[src/rtl/pafd_pkg.sv]
// Shared types, constants and character tables for the packed field decoder.
// Used by pafd_ctrl, pafd_dpath and packed_alphanumeric_field_decoder.
package pafd_pkg;

	localparam int MAX_VALUE_BITS = 64;
	localparam int DEC_DIGITS = (MAX_VALUE_BITS * 30103) / 100000 + 1;
	localparam int DIG_W = $clog2(DEC_DIGITS);
	localparam int DCNT_W = $clog2(DEC_DIGITS + 1);
	localparam int CONV_W = $clog2(MAX_VALUE_BITS + 1);
	localparam int NUM_ZERO_N = (100 * MAX_VALUE_BITS + 1 + 331) / 332;

	localparam logic [31:0] DIV40_MUL = 32'd52429;
	localparam int DIV40_SH = 21;
	localparam logic [19:0] DIV3_MUL = 20'd683;
	localparam int DIV3_SH = 11;

	localparam logic [2:0] LEN_RESET = 3'd5;

	localparam logic [2:0] ENC_NUM = 3'd0;
	localparam logic [2:0] ENC_HEXU = 3'd1;
	localparam logic [2:0] ENC_HEXL = 3'd2;
	localparam logic [2:0] ENC_B64 = 3'd3;
	localparam logic [2:0] ENC_ASCII = 3'd4;
	localparam logic [2:0] ENC_B40 = 3'd5;
	localparam logic [2:0] ENC_FIRST_BAD = 3'd6;

	localparam logic [1:0] ERR_NONE = 2'd0;
	localparam logic [1:0] ERR_ENC = 2'd1;
	localparam logic [1:0] ERR_B40 = 2'd2;

	typedef enum logic [1:0] {
		EV_NONE,
		EV_EMIT,
		EV_NUM,
		EV_B40
	} ev_t;

	typedef enum logic [1:0] {
		PH_IDLE,
		PH_HEAD,
		PH_BODY
	} phase_t;

	typedef struct packed {
		logic load;
		logic step;
		logic conv_step;
		logic num_set;
		logic num_emit;
		logic div1;
		logic div2;
		logic div3;
		logic b40_emit;
	} cmd_t;

	typedef struct packed {
		logic more;
		ev_t  ev;
		logic out_free;
		logic conv_last;
		logic num_more;
		logic b40_more;
	} stat_t;

	function automatic logic [6:0] b64_char(input logic [5:0] i);
		if (i < 6'd26) begin
			return 7'h41 + {1'b0, i};
		end else if (i < 6'd52) begin
			return 7'h61 + {1'b0, i - 6'd26};
		end else if (i < 6'd62) begin
			return 7'h30 + {1'b0, i - 6'd52};
		end else if (i == 6'd62) begin
			return 7'h2b;
		end else begin
			return 7'h5f;
		end
	endfunction

	function automatic logic [6:0] b40_char(input logic [5:0] i);
		if (i < 6'd26) begin
			return 7'h41 + {1'b0, i};
		end else if (i == 6'd26) begin
			return 7'h2d;
		end else if (i == 6'd27) begin
			return 7'h2e;
		end else if (i == 6'd28) begin
			return 7'h3a;
		end else if (i < 6'd39) begin
			return 7'h30 + {1'b0, i - 6'd29};
		end else begin
			return 7'h00;
		end
	endfunction

	function automatic logic [6:0] hex_char(input logic [3:0] s, input logic lower);
		if (s < 4'd10) begin
			return 7'h30 + {3'b0, s};
		end else if (lower) begin
			return 7'h61 + {3'b0, s - 4'd10};
		end else begin
			return 7'h41 + {3'b0, s - 4'd10};
		end
	endfunction

endpackage

[src/rtl/pafd_ctrl.sv]
// Controller state machine: sequences byte intake, per-bit steps, decimal
// conversion, base-40 splitting and result emission. Uses pafd_pkg.
module pafd_ctrl (
	input  logic           clk,
	input  logic           arst_n,
	input  logic           item_valid,
	output logic           item_ready,
	input  pafd_pkg::stat_t st,
	output pafd_pkg::cmd_t  cmd
);

	typedef enum logic [3:0] {
		S_IDLE,
		S_BIT,
		S_CONV,
		S_NUMSET,
		S_NUMOUT,
		S_DIV1,
		S_DIV2,
		S_DIV3,
		S_B40OUT
	} state_t;

	state_t state_q;
	state_t state_d;

	always_comb begin
		cmd = '0;
		state_d = state_q;
		case (state_q)
			S_IDLE: begin
				if (item_valid) begin
					cmd.load = 1'b1;
					state_d = S_BIT;
				end
			end
			S_BIT: begin
				if (!st.more) begin
					state_d = S_IDLE;
				end else if (st.ev != pafd_pkg::EV_EMIT || st.out_free) begin
					cmd.step = 1'b1;
					if (st.ev == pafd_pkg::EV_NUM) begin
						state_d = S_CONV;
					end else if (st.ev == pafd_pkg::EV_B40) begin
						state_d = S_DIV1;
					end
				end
			end
			S_CONV: begin
				cmd.conv_step = 1'b1;
				if (st.conv_last) begin
					state_d = S_NUMSET;
				end
			end
			S_NUMSET: begin
				cmd.num_set = 1'b1;
				state_d = S_NUMOUT;
			end
			S_NUMOUT: begin
				if (!st.num_more) begin
					state_d = S_BIT;
				end else if (st.out_free) begin
					cmd.num_emit = 1'b1;
				end
			end
			S_DIV1: begin
				cmd.div1 = 1'b1;
				state_d = S_DIV2;
			end
			S_DIV2: begin
				cmd.div2 = 1'b1;
				state_d = S_DIV3;
			end
			S_DIV3: begin
				cmd.div3 = 1'b1;
				state_d = S_B40OUT;
			end
			S_B40OUT: begin
				if (!st.b40_more) begin
					state_d = S_BIT;
				end else if (st.out_free) begin
					cmd.b40_emit = 1'b1;
				end
			end
			default: begin
				state_d = S_IDLE;
			end
		endcase
	end

	always_ff @(posedge clk or negedge arst_n) begin
		if (!arst_n) begin
			state_q <= S_IDLE;
		end else begin
			state_q <= state_d;
		end
	end

	assign item_ready = (state_q == S_IDLE);

endmodule

[src/rtl/pafd_dpath.sv]
// Datapath: bit buffer, field header and body decode, decimal conversion,
// base-40 split and the result register. Uses pafd_pkg.
module pafd_dpath (
	input  logic            clk,
	input  logic            arst_n,
	input  pafd_pkg::cmd_t  cmd,
	output pafd_pkg::stat_t st,
	input  logic [2:0]      cfg_len,
	input  logic [7:0]      data_byte,
	input  logic            field_start,
	input  logic [2:0]      skip_bits,
	output logic            result_valid,
	input  logic            result_ready,
	output logic [6:0]      char_code,
	output logic            char_valid,
	output logic            field_last,
	output logic [1:0]      error_code,
	output logic [8:0]      bits_used
);

	localparam int VB = pafd_pkg::MAX_VALUE_BITS;
	localparam int DD = pafd_pkg::DEC_DIGITS;

	logic [7:0]      byte_q;
	logic [3:0]      pos_q;
	pafd_pkg::phase_t phase_q;
	logic [VB-1:0]   buf_q;
	logic [6:0]      held_q;
	logic [8:0]      cons_q;
	logic [2:0]      enc_q;
	logic [5:0]      tgt_q;
	logic [5:0]      done_q;
	logic [VB-1:0]   sh_q;
	logic [3:0]      bcd_q [DD];
	logic [pafd_pkg::CONV_W-1:0] cnt_q;
	logic [5:0]      p_q;
	logic [15:0]     v_q;
	logic [10:0]     q_q;
	logic [5:0]      i0_q;
	logic [5:0]      i1_q;
	logic [5:0]      i2_q;
	logic [1:0]      k_q;

	logic            out_valid_q;
	logic [6:0]      code_q;
	logic            cval_q;
	logic            last_q;
	logic [1:0]      err_q;
	logic [8:0]      used_q;

	logic [2:0]      lb;
	logic [3:0]      hl;
	logic            bitv;
	logic [VB-1:0]   nbuf;
	logic [6:0]      nheld;
	logic [8:0]      ncons;
	logic [2:0]      h_enc;
	logic [5:0]      h_tgt;
	logic            h_hit;
	logic            h_stop;
	logic [9:0]      diff;
	logic            num_hit;
	logic [6:0]      sym_w;
	logic            sym_hit;
	logic [6:0]      sym_code;
	logic [5:0]      ndone;
	logic            sym_last;
	logic [15:0]     word;
	logic            word_bad;
	logic            clr_buf;
	pafd_pkg::ev_t   ev;
	logic [6:0]      ev_code;
	logic            ev_cval;
	logic            ev_last;
	logic [1:0]      ev_err;
	logic [8:0]      ev_used;
	logic [3:0]      adj [DD];
	logic [pafd_pkg::DCNT_W-1:0] dcnt;
	logic [5:0]      pmax;
	logic [3:0]      dsel;
	logic [5:0]      b40_idx;
	logic [8:0]      b40_used;
	logic [19:0]     div3_prod;
	logic            load_out;

	always_comb begin
		lb = (cfg_len == 3'd0) ? 3'd1 : ((cfg_len == 3'd7) ? 3'd6 : cfg_len);
		hl = 4'd3 + {1'b0, lb};
		bitv = byte_q[3'd7 - pos_q[2:0]];
		nbuf = {buf_q[VB-2:0], bitv};
		nheld = held_q + 7'd1;
		ncons = cons_q + 9'd1;
		h_enc = 3'(nbuf[8:0] >> lb);
		h_tgt = nbuf[5:0] & ~(6'h3f << lb);
		h_hit = (nheld >= {3'b0, hl});
		h_stop = (h_enc >= pafd_pkg::ENC_FIRST_BAD) || (h_tgt == 6'd0);
		diff = {1'b0, ncons} - {6'b0, hl};
		num_hit = !diff[9] && ((16'(diff[8:0]) * 16'd100) >= (16'(tgt_q) * 16'd332));
		case (enc_q)
			pafd_pkg::ENC_B64: sym_w = 7'd6;
			pafd_pkg::ENC_ASCII: sym_w = 7'd7;
			default: sym_w = 7'd4;
		endcase
		sym_hit = (nheld >= sym_w);
		case (enc_q)
			pafd_pkg::ENC_B64: sym_code = pafd_pkg::b64_char(nbuf[5:0]);
			pafd_pkg::ENC_ASCII: sym_code = nbuf[6:0];
			default: sym_code = pafd_pkg::hex_char(nbuf[3:0], enc_q == pafd_pkg::ENC_HEXL);
		endcase
		ndone = done_q + 6'd1;
		sym_last = (ndone >= tgt_q);
		word = nbuf[15:0];
		word_bad = (word == 16'd0) || (word > 16'd64000);
		clr_buf = (phase_q == pafd_pkg::PH_HEAD) ? h_hit :
			((phase_q == pafd_pkg::PH_BODY) &&
			((enc_q == pafd_pkg::ENC_B40) ? (nheld >= 7'd16) :
			((enc_q != pafd_pkg::ENC_NUM) && sym_hit)));

		ev = pafd_pkg::EV_NONE;
		ev_code = 7'd0;
		ev_cval = 1'b0;
		ev_last = 1'b1;
		ev_err = pafd_pkg::ERR_NONE;
		ev_used = ncons;
		case (phase_q)
			pafd_pkg::PH_HEAD: begin
				if (h_hit && h_stop) begin
					ev = pafd_pkg::EV_EMIT;
					if (h_enc >= pafd_pkg::ENC_FIRST_BAD) begin
						ev_err = pafd_pkg::ERR_ENC;
					end
				end
			end
			pafd_pkg::PH_BODY: begin
				case (enc_q)
					pafd_pkg::ENC_NUM: begin
						if (num_hit) begin
							ev = pafd_pkg::EV_NUM;
						end
					end
					pafd_pkg::ENC_B40: begin
						if (nheld >= 7'd16) begin
							if (word_bad) begin
								ev = pafd_pkg::EV_EMIT;
								ev_err = pafd_pkg::ERR_B40;
							end else begin
								ev = pafd_pkg::EV_B40;
							end
						end
					end
					default: begin
						if (sym_hit) begin
							ev = pafd_pkg::EV_EMIT;
							ev_code = sym_code;
							ev_cval = 1'b1;
							ev_last = sym_last;
							ev_used = sym_last ? ncons : 9'd0;
						end
					end
				endcase
			end
			default: begin
				ev = pafd_pkg::EV_NONE;
			end
		endcase

		for (int i = 0; i < DD; i++) begin
			adj[i] = (bcd_q[i] >= 4'd5) ? (bcd_q[i] + 4'd3) : bcd_q[i];
		end
		dcnt = pafd_pkg::DCNT_W'(1);
		for (int i = 1; i < DD; i++) begin
			if (bcd_q[i] != 4'd0) begin
				dcnt = pafd_pkg::DCNT_W'(i + 1);
			end
		end
		pmax = (6'(dcnt) > tgt_q) ? 6'(dcnt) : tgt_q;
		dsel = (p_q < 6'(DD)) ? bcd_q[p_q[pafd_pkg::DIG_W-1:0]] : 4'd0;

		case (k_q)
			2'd0: b40_idx = i0_q;
			2'd1: b40_idx = i1_q;
			default: b40_idx = i2_q;
		endcase
		div3_prod = {6'b0, tgt_q, 4'b0} * pafd_pkg::DIV3_MUL;
		b40_used = 9'(div3_prod >> pafd_pkg::DIV3_SH) + {5'b0, hl};

		load_out = (cmd.step && ev == pafd_pkg::EV_EMIT) || cmd.num_emit || cmd.b40_emit;

		st.more = !pos_q[3] && (phase_q != pafd_pkg::PH_IDLE);
		st.ev = ev;
		st.out_free = !out_valid_q || result_ready;
		st.conv_last = (cnt_q == pafd_pkg::CONV_W'(VB - 1));
		st.num_more = (done_q < tgt_q);
		st.b40_more = (k_q != 2'd3) && (done_q < tgt_q);
	end

	always_ff @(posedge clk or negedge arst_n) begin
		if (!arst_n) begin
			byte_q <= '0;
			pos_q <= 4'd8;
			phase_q <= pafd_pkg::PH_IDLE;
			buf_q <= '0;
			held_q <= '0;
			cons_q <= '0;
			enc_q <= '0;
			tgt_q <= '0;
			done_q <= '0;
			sh_q <= '0;
			for (int i = 0; i < DD; i++) begin
				bcd_q[i] <= 4'd0;
			end
			cnt_q <= '0;
			p_q <= '0;
			v_q <= '0;
			q_q <= '0;
			i0_q <= '0;
			i1_q <= '0;
			i2_q <= '0;
			k_q <= '0;
		end else begin
			if (cmd.load) begin
				byte_q <= data_byte;
				if (field_start) begin
					pos_q <= {1'b0, skip_bits};
					phase_q <= pafd_pkg::PH_HEAD;
					buf_q <= '0;
					held_q <= '0;
					cons_q <= '0;
					enc_q <= '0;
					tgt_q <= '0;
					done_q <= '0;
				end else begin
					pos_q <= 4'd0;
				end
			end
			if (cmd.step) begin
				pos_q <= pos_q + 4'd1;
				buf_q <= clr_buf ? '0 : nbuf;
				held_q <= clr_buf ? 7'd0 : nheld;
				cons_q <= ncons;
				case (phase_q)
					pafd_pkg::PH_HEAD: begin
						if (h_hit) begin
							enc_q <= h_enc;
							tgt_q <= h_tgt;
							phase_q <= h_stop ? pafd_pkg::PH_IDLE : pafd_pkg::PH_BODY;
						end
					end
					pafd_pkg::PH_BODY: begin
						case (enc_q)
							pafd_pkg::ENC_NUM: begin
								if (num_hit) begin
									phase_q <= pafd_pkg::PH_IDLE;
									sh_q <= (tgt_q >= 6'(pafd_pkg::NUM_ZERO_N)) ? '0 : nbuf;
									for (int i = 0; i < DD; i++) begin
										bcd_q[i] <= 4'd0;
									end
									cnt_q <= '0;
								end
							end
							pafd_pkg::ENC_B40: begin
								if (nheld >= 7'd16) begin
									k_q <= 2'd0;
									v_q <= word - 16'd1;
									if (word_bad) begin
										phase_q <= pafd_pkg::PH_IDLE;
									end
								end
							end
							default: begin
								if (sym_hit) begin
									done_q <= ndone;
									if (sym_last) begin
										phase_q <= pafd_pkg::PH_IDLE;
									end
								end
							end
						endcase
					end
					default: begin
						phase_q <= pafd_pkg::PH_IDLE;
					end
				endcase
			end
			if (cmd.conv_step) begin
				bcd_q[0] <= {adj[0][2:0], sh_q[VB-1]};
				for (int i = 1; i < DD; i++) begin
					bcd_q[i] <= {adj[i][2:0], adj[i-1][3]};
				end
				sh_q <= {sh_q[VB-2:0], 1'b0};
				cnt_q <= cnt_q + pafd_pkg::CONV_W'(1);
			end
			if (cmd.num_set) begin
				p_q <= pmax - 6'd1;
			end
			if (cmd.num_emit) begin
				p_q <= p_q - 6'd1;
				done_q <= ndone;
			end
			if (cmd.div1) begin
				q_q <= 11'((32'(v_q) * pafd_pkg::DIV40_MUL) >> pafd_pkg::DIV40_SH);
			end
			if (cmd.div2) begin
				i0_q <= 6'((32'(q_q) * pafd_pkg::DIV40_MUL) >> pafd_pkg::DIV40_SH);
				i2_q <= 6'(v_q - (16'(q_q) * 16'd40));
			end
			if (cmd.div3) begin
				i1_q <= 6'(q_q - (11'(i0_q) * 11'd40));
			end
			if (cmd.b40_emit) begin
				k_q <= k_q + 2'd1;
				done_q <= ndone;
				if (sym_last) begin
					phase_q <= pafd_pkg::PH_IDLE;
				end
			end
		end
	end

	always_ff @(posedge clk or negedge arst_n) begin
		if (!arst_n) begin
			out_valid_q <= 1'b0;
		end else if (load_out) begin
			out_valid_q <= 1'b1;
		end else if (result_ready) begin
			out_valid_q <= 1'b0;
		end
	end

	always_ff @(posedge clk) begin
		if (cmd.step && ev == pafd_pkg::EV_EMIT) begin
			code_q <= ev_code;
			cval_q <= ev_cval;
			last_q <= ev_last;
			err_q <= ev_err;
			used_q <= ev_used;
		end else if (cmd.num_emit) begin
			code_q <= 7'h30 + {3'b0, dsel};
			cval_q <= 1'b1;
			last_q <= sym_last;
			err_q <= pafd_pkg::ERR_NONE;
			used_q <= sym_last ? cons_q : 9'd0;
		end else if (cmd.b40_emit) begin
			code_q <= pafd_pkg::b40_char(b40_idx);
			cval_q <= 1'b1;
			last_q <= sym_last;
			err_q <= pafd_pkg::ERR_NONE;
			used_q <= sym_last ? b40_used : 9'd0;
		end
	end

	assign result_valid = out_valid_q;
	assign char_code = code_q;
	assign char_valid = cval_q;
	assign field_last = last_q;
	assign error_code = err_q;
	assign bits_used = used_q;

endmodule

[src/rtl/packed_alphanumeric_field_decoder.sv]
// Top level of the packed alphanumeric field decoder: configuration register,
// controller and datapath. Depends on pafd_pkg, pafd_ctrl and pafd_dpath.
//
// Input channel (item_valid/item_ready) takes one stream byte per transaction
// with field_start and skip_bits; output channel (result_valid/result_ready)
// gives one decoded character or closing item per transaction.
// A byte is taken, then one bit is decoded per cycle unless a result waits on
// a busy output or a numeric or base-40 step runs; a closing step returns to
// idle before the next byte is taken (skip_bits counts only on a start byte).
// A character result leaves the result register in the cycle after the bit
// that completes it. A numeric field runs the decimal conversion loop and a
// set-up step, then emits one digit per cycle while the result register is
// free; a base-40 word is split by reciprocal multiplies and emitted likewise.
// The result register frees the decoder: it keeps working while a result
// waits, and stalls only on the next result when the receiver holds ready
// low. Reset clears the decoder state, closes any open field and sets
// length_bits to 5. The APB port writes length_bits at any address with no
// wait states; write it only while no byte is being decoded.
module packed_alphanumeric_field_decoder (
	input  logic        clk,
	input  logic        arst_n,
	input  logic        psel,
	input  logic        penable,
	input  logic        pwrite,
	input  logic [1:0]  paddr,
	input  logic [31:0] pwdata,
	output logic [31:0] prdata,
	output logic        pready,
	input  logic        item_valid,
	output logic        item_ready,
	input  logic [7:0]  data_byte,
	input  logic        field_start,
	input  logic [2:0]  skip_bits,
	output logic        result_valid,
	input  logic        result_ready,
	output logic [6:0]  char_code,
	output logic        char_valid,
	output logic        field_last,
	output logic [1:0]  error_code,
	output logic [8:0]  bits_used
);

	logic [2:0]      len_q;
	pafd_pkg::cmd_t  cmd;
	pafd_pkg::stat_t st;

	always_ff @(posedge clk or negedge arst_n) begin
		if (!arst_n) begin
			len_q <= pafd_pkg::LEN_RESET;
		end else if (psel && penable && pwrite) begin
			len_q <= pwdata[2:0];
		end
	end

	assign pready = 1'b1;
	assign prdata = (paddr == 2'd0) ? {29'b0, len_q} : 32'd0;

	pafd_ctrl u_ctrl (
		.clk        (clk),
		.arst_n     (arst_n),
		.item_valid (item_valid),
		.item_ready (item_ready),
		.st         (st),
		.cmd        (cmd)
	);

	pafd_dpath u_dpath (
		.clk          (clk),
		.arst_n       (arst_n),
		.cmd          (cmd),
		.st           (st),
		.cfg_len      (len_q),
		.data_byte    (data_byte),
		.field_start  (field_start),
		.skip_bits    (skip_bits),
		.result_valid (result_valid),
		.result_ready (result_ready),
		.char_code    (char_code),
		.char_valid   (char_valid),
		.field_last   (field_last),
		.error_code   (error_code),
		.bits_used    (bits_used)
	);

`ifndef NO_ASSERTIONS
	a_no_overwrite: assert property (@(posedge clk) disable iff (!arst_n)
		(cmd.step && st.ev == pafd_pkg::EV_EMIT) || cmd.num_emit || cmd.b40_emit
		|-> (!result_valid || result_ready))
		else $error("result register overwritten while held");

	a_mid_result: assert property (@(posedge clk) disable iff (!arst_n)
		(result_valid && !field_last) |-> (char_valid && bits_used == 9'd0))
		else $error("non-final result malformed");

	a_err_closes: assert property (@(posedge clk) disable iff (!arst_n)
		(result_valid && error_code != pafd_pkg::ERR_NONE)
		|-> (field_last && !char_valid && char_code == 7'd0))
		else $error("error item does not close the field");

	a_last_used: assert property (@(posedge clk) disable iff (!arst_n)
		(result_valid && field_last) |-> (bits_used != 9'd0))
		else $error("closing item without bit count");
`endif

endmodule
[config.mk]
export PLATFORM = sky130hd
export DESIGN_NAME = packed_alphanumeric_field_decoder
export DESIGN_NICKNAME = d
export VERILOG_FILES = /design/src/rtl/pafd_pkg.sv /design/src/rtl/pafd_ctrl.sv /design/src/rtl/pafd_dpath.sv /design/src/rtl/packed_alphanumeric_field_decoder.sv
export SDC_FILE = /design/constraint.sdc
export NUM_CORES = 1
export LEC_CHECK = 0
export ABC_AREA = 1
export BUFFER_PORTS_ARGS = -buffer_cell sky130_fd_sc_hd__buf_2
export CORE_ASPECT_RATIO = 0.9
export CORE_MARGIN = 2
export CORE_UTILIZATION = 30
export CTS_BUF_LIST = sky130_fd_sc_hd__clkbuf_16
export DETAILED_ROUTE_END_ITERATION = 12
export GPL_TIMING_DRIVEN = 0
export SYNTH_ARGS = -nofsm -noshare
export SYNTH_HDL_FRONTEND = slang
export SYNTH_SLANG_ARGS = --single-unit
[constraint.sdc]
create_clock -name clk -period 7.9 [get_ports clk]
set_input_delay 0.79 -clock clk [delete_from_list [all_inputs] [get_ports clk]]
set_output_delay 0.79 -clock clk [all_outputs]
set_load 0.02 [all_outputs]
==> summary.txt <==
Logic synthesis
  – Synthesized cell area: just over 30,000 um^2
  – Synthesized flop and latch total: 340
  – Post-synthesis cell type count: 60
  – Synth Area in XOR/XNOR: 0.0319
  – Main combinational cell family by area after synthesis: adder cells
  – Syn Inst Count: 3,835
  – Synth Flop Type: dfrtp_1
  – Compound-Gate Fraction of Synth Area: 0.134
  – Mux contribution to synthesized area: 0.000332
  – Synth warn: 0
  – Post-synth EDFFs: 20
  – Simple-Gate Fraction of Synth Area: 0.187
  – Adder-cell area share of the yosys netlist: 0.257
  – Ys async rst share: 0.941
  – Synthesized area per cell: 7.87 um^2
  – Seq/Total Area, Yosys: 0.285

Floorplan
  – Core ar.: between 90,000 and 100,000 um^2
  – Starting density of the core: 0.302
  – Die Footprint: between 100,000 and 150,000 um^2
  – Die Wd: 338 um
  – I/O pins: between 100 and 150
  – Cell row count: 110
  – Chip Height: roughly 300 um

Clocking
  – Max H-tree Level: 2
  – CTS Buf Count: 40
  – Clock net sink count: 340
  – Max Buffers Root-to-Sink: 3
  – TritonCTS clock tree: done
  – Worst skew pair latency: 0.59 ns
  – Root buffer cell: clkbuf_16
  – Worst-path clk slew: ~0.06 ns

Place
  – Gpl congestion: 0.905
  – # port buffers: 48
  – Placed cells: 5,259
  – Pre-CTS setup slack: -0.640 ns
  – Detailed Place HPWL: 64,300 um

STA
  – Minimum clock period: around 7.5 ns
  – Tcrit/Tclk final: 0.944
  – Max frequency: between 100 and 150 MHz
  – Slew Limit Fails: 0
  – Final WS setup: about 0.45 ns
  – # setup viols final: 0
  – Slew @ Worst Pin: between 1 and 1.5 ns
  – Clock Skew: between 0.04 and 0.05 ns
  – Final Hold Vio Count: 0
  – Slew margin rel.: 0.0912

Layout
  – Util after Layout: 0.339
  – Synth-to-Final Area Change: 12.1%
  – Share of post-route cells with drive strength above 1: 0.0660
  – Commonest non-fill, non-tap cell in the layout: nand2_1
  – Most frequent cells in the layout: nand2_1 (771), inv_1 (623), ha_1 (400), o21ai_0 (366), dfrtp_1 (317)
  – Fin nets: roughly 4.6k
  – Post-route insts no fill: about 5.3k

Drt
  – Routed Antenna Nets: 0
  – Vias per Instance: ~4.8
  – Vias: around 26k
  – Initial DRC Count: approximately 2.1k
  – Remaining routing DRC violations: 0
  – Avg WL per Cell: about 15 um
  – Drt first pass iters: 6
  – Overall routed net length: between 80,000 and 90,000 um

GRT
  – Vias in the first global route: about 25k
  – First-pass GRT wire length: roughly 130,000 um
  – Global route overflow: 0
  – Antenna violations before repair: 4
  – Largest net degree at the start of global routing: around 120
  – Total track usage: 0.159

Critical path
  – RR Startpoint: len_q[2]
  – Most used cell, CP: ha_1
  – Crit-path slowest cell: dfstp_2
  – Maximum fanout along the worst path: 10
  – Startpoint types: flip-flop
  – Crit path DAT: 7.94 ns
  – Req. time, crit path: 8.38 ns
  – Setup crit start: len_q[2]
  – Crit Path Class: reg2reg
  – Worst stage delay on the critical path: 0.60 ns
  – Crit. End Element: flip-flop

Run status
  – Status: finished, final reports clean

Job
  – Max-cap violation count: 0

Worst hold path
  – Min-delay worst type: in2reg
  – Worst hold start: data_byte[7]
## final timing paths
| kind | end | slack, ns | cells past startpoint |
|---|---|---|---|
| max | u_dpath.held_q[5] | 0.45 | 44 |
| max reg2reg | u_dpath.held_q[5] | 0.45 | 44 |
| min reg2reg | u_dpath.bcd_q[76] | 0.48 | 2 |
| min | u_dpath.byte_q[7] | 0.39 | 3 |
| max in group asynchronous | u_dpath.buf_q[46] | 5.91 | 4 |
| min in group asynchronous | u_dpath.q_q[7] | 0.64 | 2 |
## metal layers
| layer | track usage | wire length [um] | vias to the layer above |
|---|---|---|---|
| met5 | 0 | 0 | - |
| met4 | 0.0399 | 1900 | 0 |
| met3 | 0.0224 | 4860 | 123 |
| met2 | 0.238 | 34700 | 650 |
| met1 | 0.238 | 41100 | 12300 |
| li1 | - | - | 12700 |
## cell families after synthesis
group                    Yosys count
buffers and inverters            776
AND/OR/NAND/NOR                 1331
adder cells (fa/ha/maj)          538
XOR/XNOR                         110
flip-flops                       340
multiplexers                       1
AO/OA/AOI/OAI                    737
other                              2
## synth_stat cells (35+ instances only)
cell type / instances / area, um^2
dfrtp_1: 317 / 7930
xor2_1: 81 / 709
nand3_1: 280 / 1400
buf_4: 41 / 308
nor2_1: 173 / 649
clkbuf_1: 67 / 251
nor3_1: 35 / 175
o21ai_0: 367 / 1840
o21ai_1: 56 / 280
inv_1: 619 / 2320
fa_1: 136 / 2720
nand2_1: 772 / 2900
ha_1: 402 / 5030
a21oi_1: 198 / 991
## stage by stage
step                      cell area [um^2]  hold WS, ns  TNS (ns)
after floorplan                      30300        0.442         0
after global placement               32200        0.459   -242.59
after detailed placement             32300        0.464    -60.89
after CTS                            33700        0.371         0
after global routing                 33800        0.389    -0.413
final                                33800        0.393         0
## layout make-up
cell class | instances | area, um^2
fillers | 10600 | 66100
flip-flops and latches | 340 | 8610
plain buffers | 144 | 790
repair buffers | 67 | 453
multi-input cells | 2747 | 18600
diodes | 1 | 2.50
inverters | 631 | 2370
clock inverters | 32 | 280
clock buffers | 41 | 1030
well taps | 1344 | 1680
## registers in the layout (all words and copies together) (netlist names), 6 cells and up
| register | flops |
|---|---|
| u_dpath.v_q | 16 |
| u_dpath.q_q | 11 |
| u_dpath.i0_q | 6 |
| u_dpath.held_q | 7 |
| u_dpath.bits_used | 9 |
| u_dpath.p_q | 6 |
| u_dpath.buf_q | 63 |
| u_dpath.bcd_q | 80 |
| u_dpath.i2_q | 6 |
| u_dpath.cons_q | 9 |
| u_dpath.i1_q | 6 |
| u_dpath.done_q | 6 |
| u_dpath.sh_q | 64 |
| u_dpath.char_code | 7 |
| u_dpath.byte_q | 8 |
| u_dpath.cnt_q | 7 |
| u_dpath.tgt_q | 6 |
## what timing repair did
| action | 4_1_cts | 5_1_grt |
|---|---|---|
| setup endpoints to repair | 292 | 310 |
| hold buffers | 1 | 0 |
| buffers inserted | 1 | 13 |
| endpoints found under the hold margin | 2 | 0 |
| pin swaps | 2 | 9 |
| resized for setup | 11 | 15 |
## worst max-delay path, delay by kind of cell, from the launching register on
| family | cells | cell delay [ns] |
|---|---|---|
| AO/OA/AOI/OAI | 6 | 0.92 |
| XOR/XNOR | 2 | 0.43 |
| adder cells (fa/ha/maj) | 8 | 2.43 |
| buffers and inverters | 11 | 1.15 |
| flip-flops | 1 | 0.60 |
| AND/OR/NAND/NOR | 17 | 1.81 |
Power is left out: the tool's default activity adds up to more than one toggle a clock period on the data nets, which glitch-free logic cannot reach.
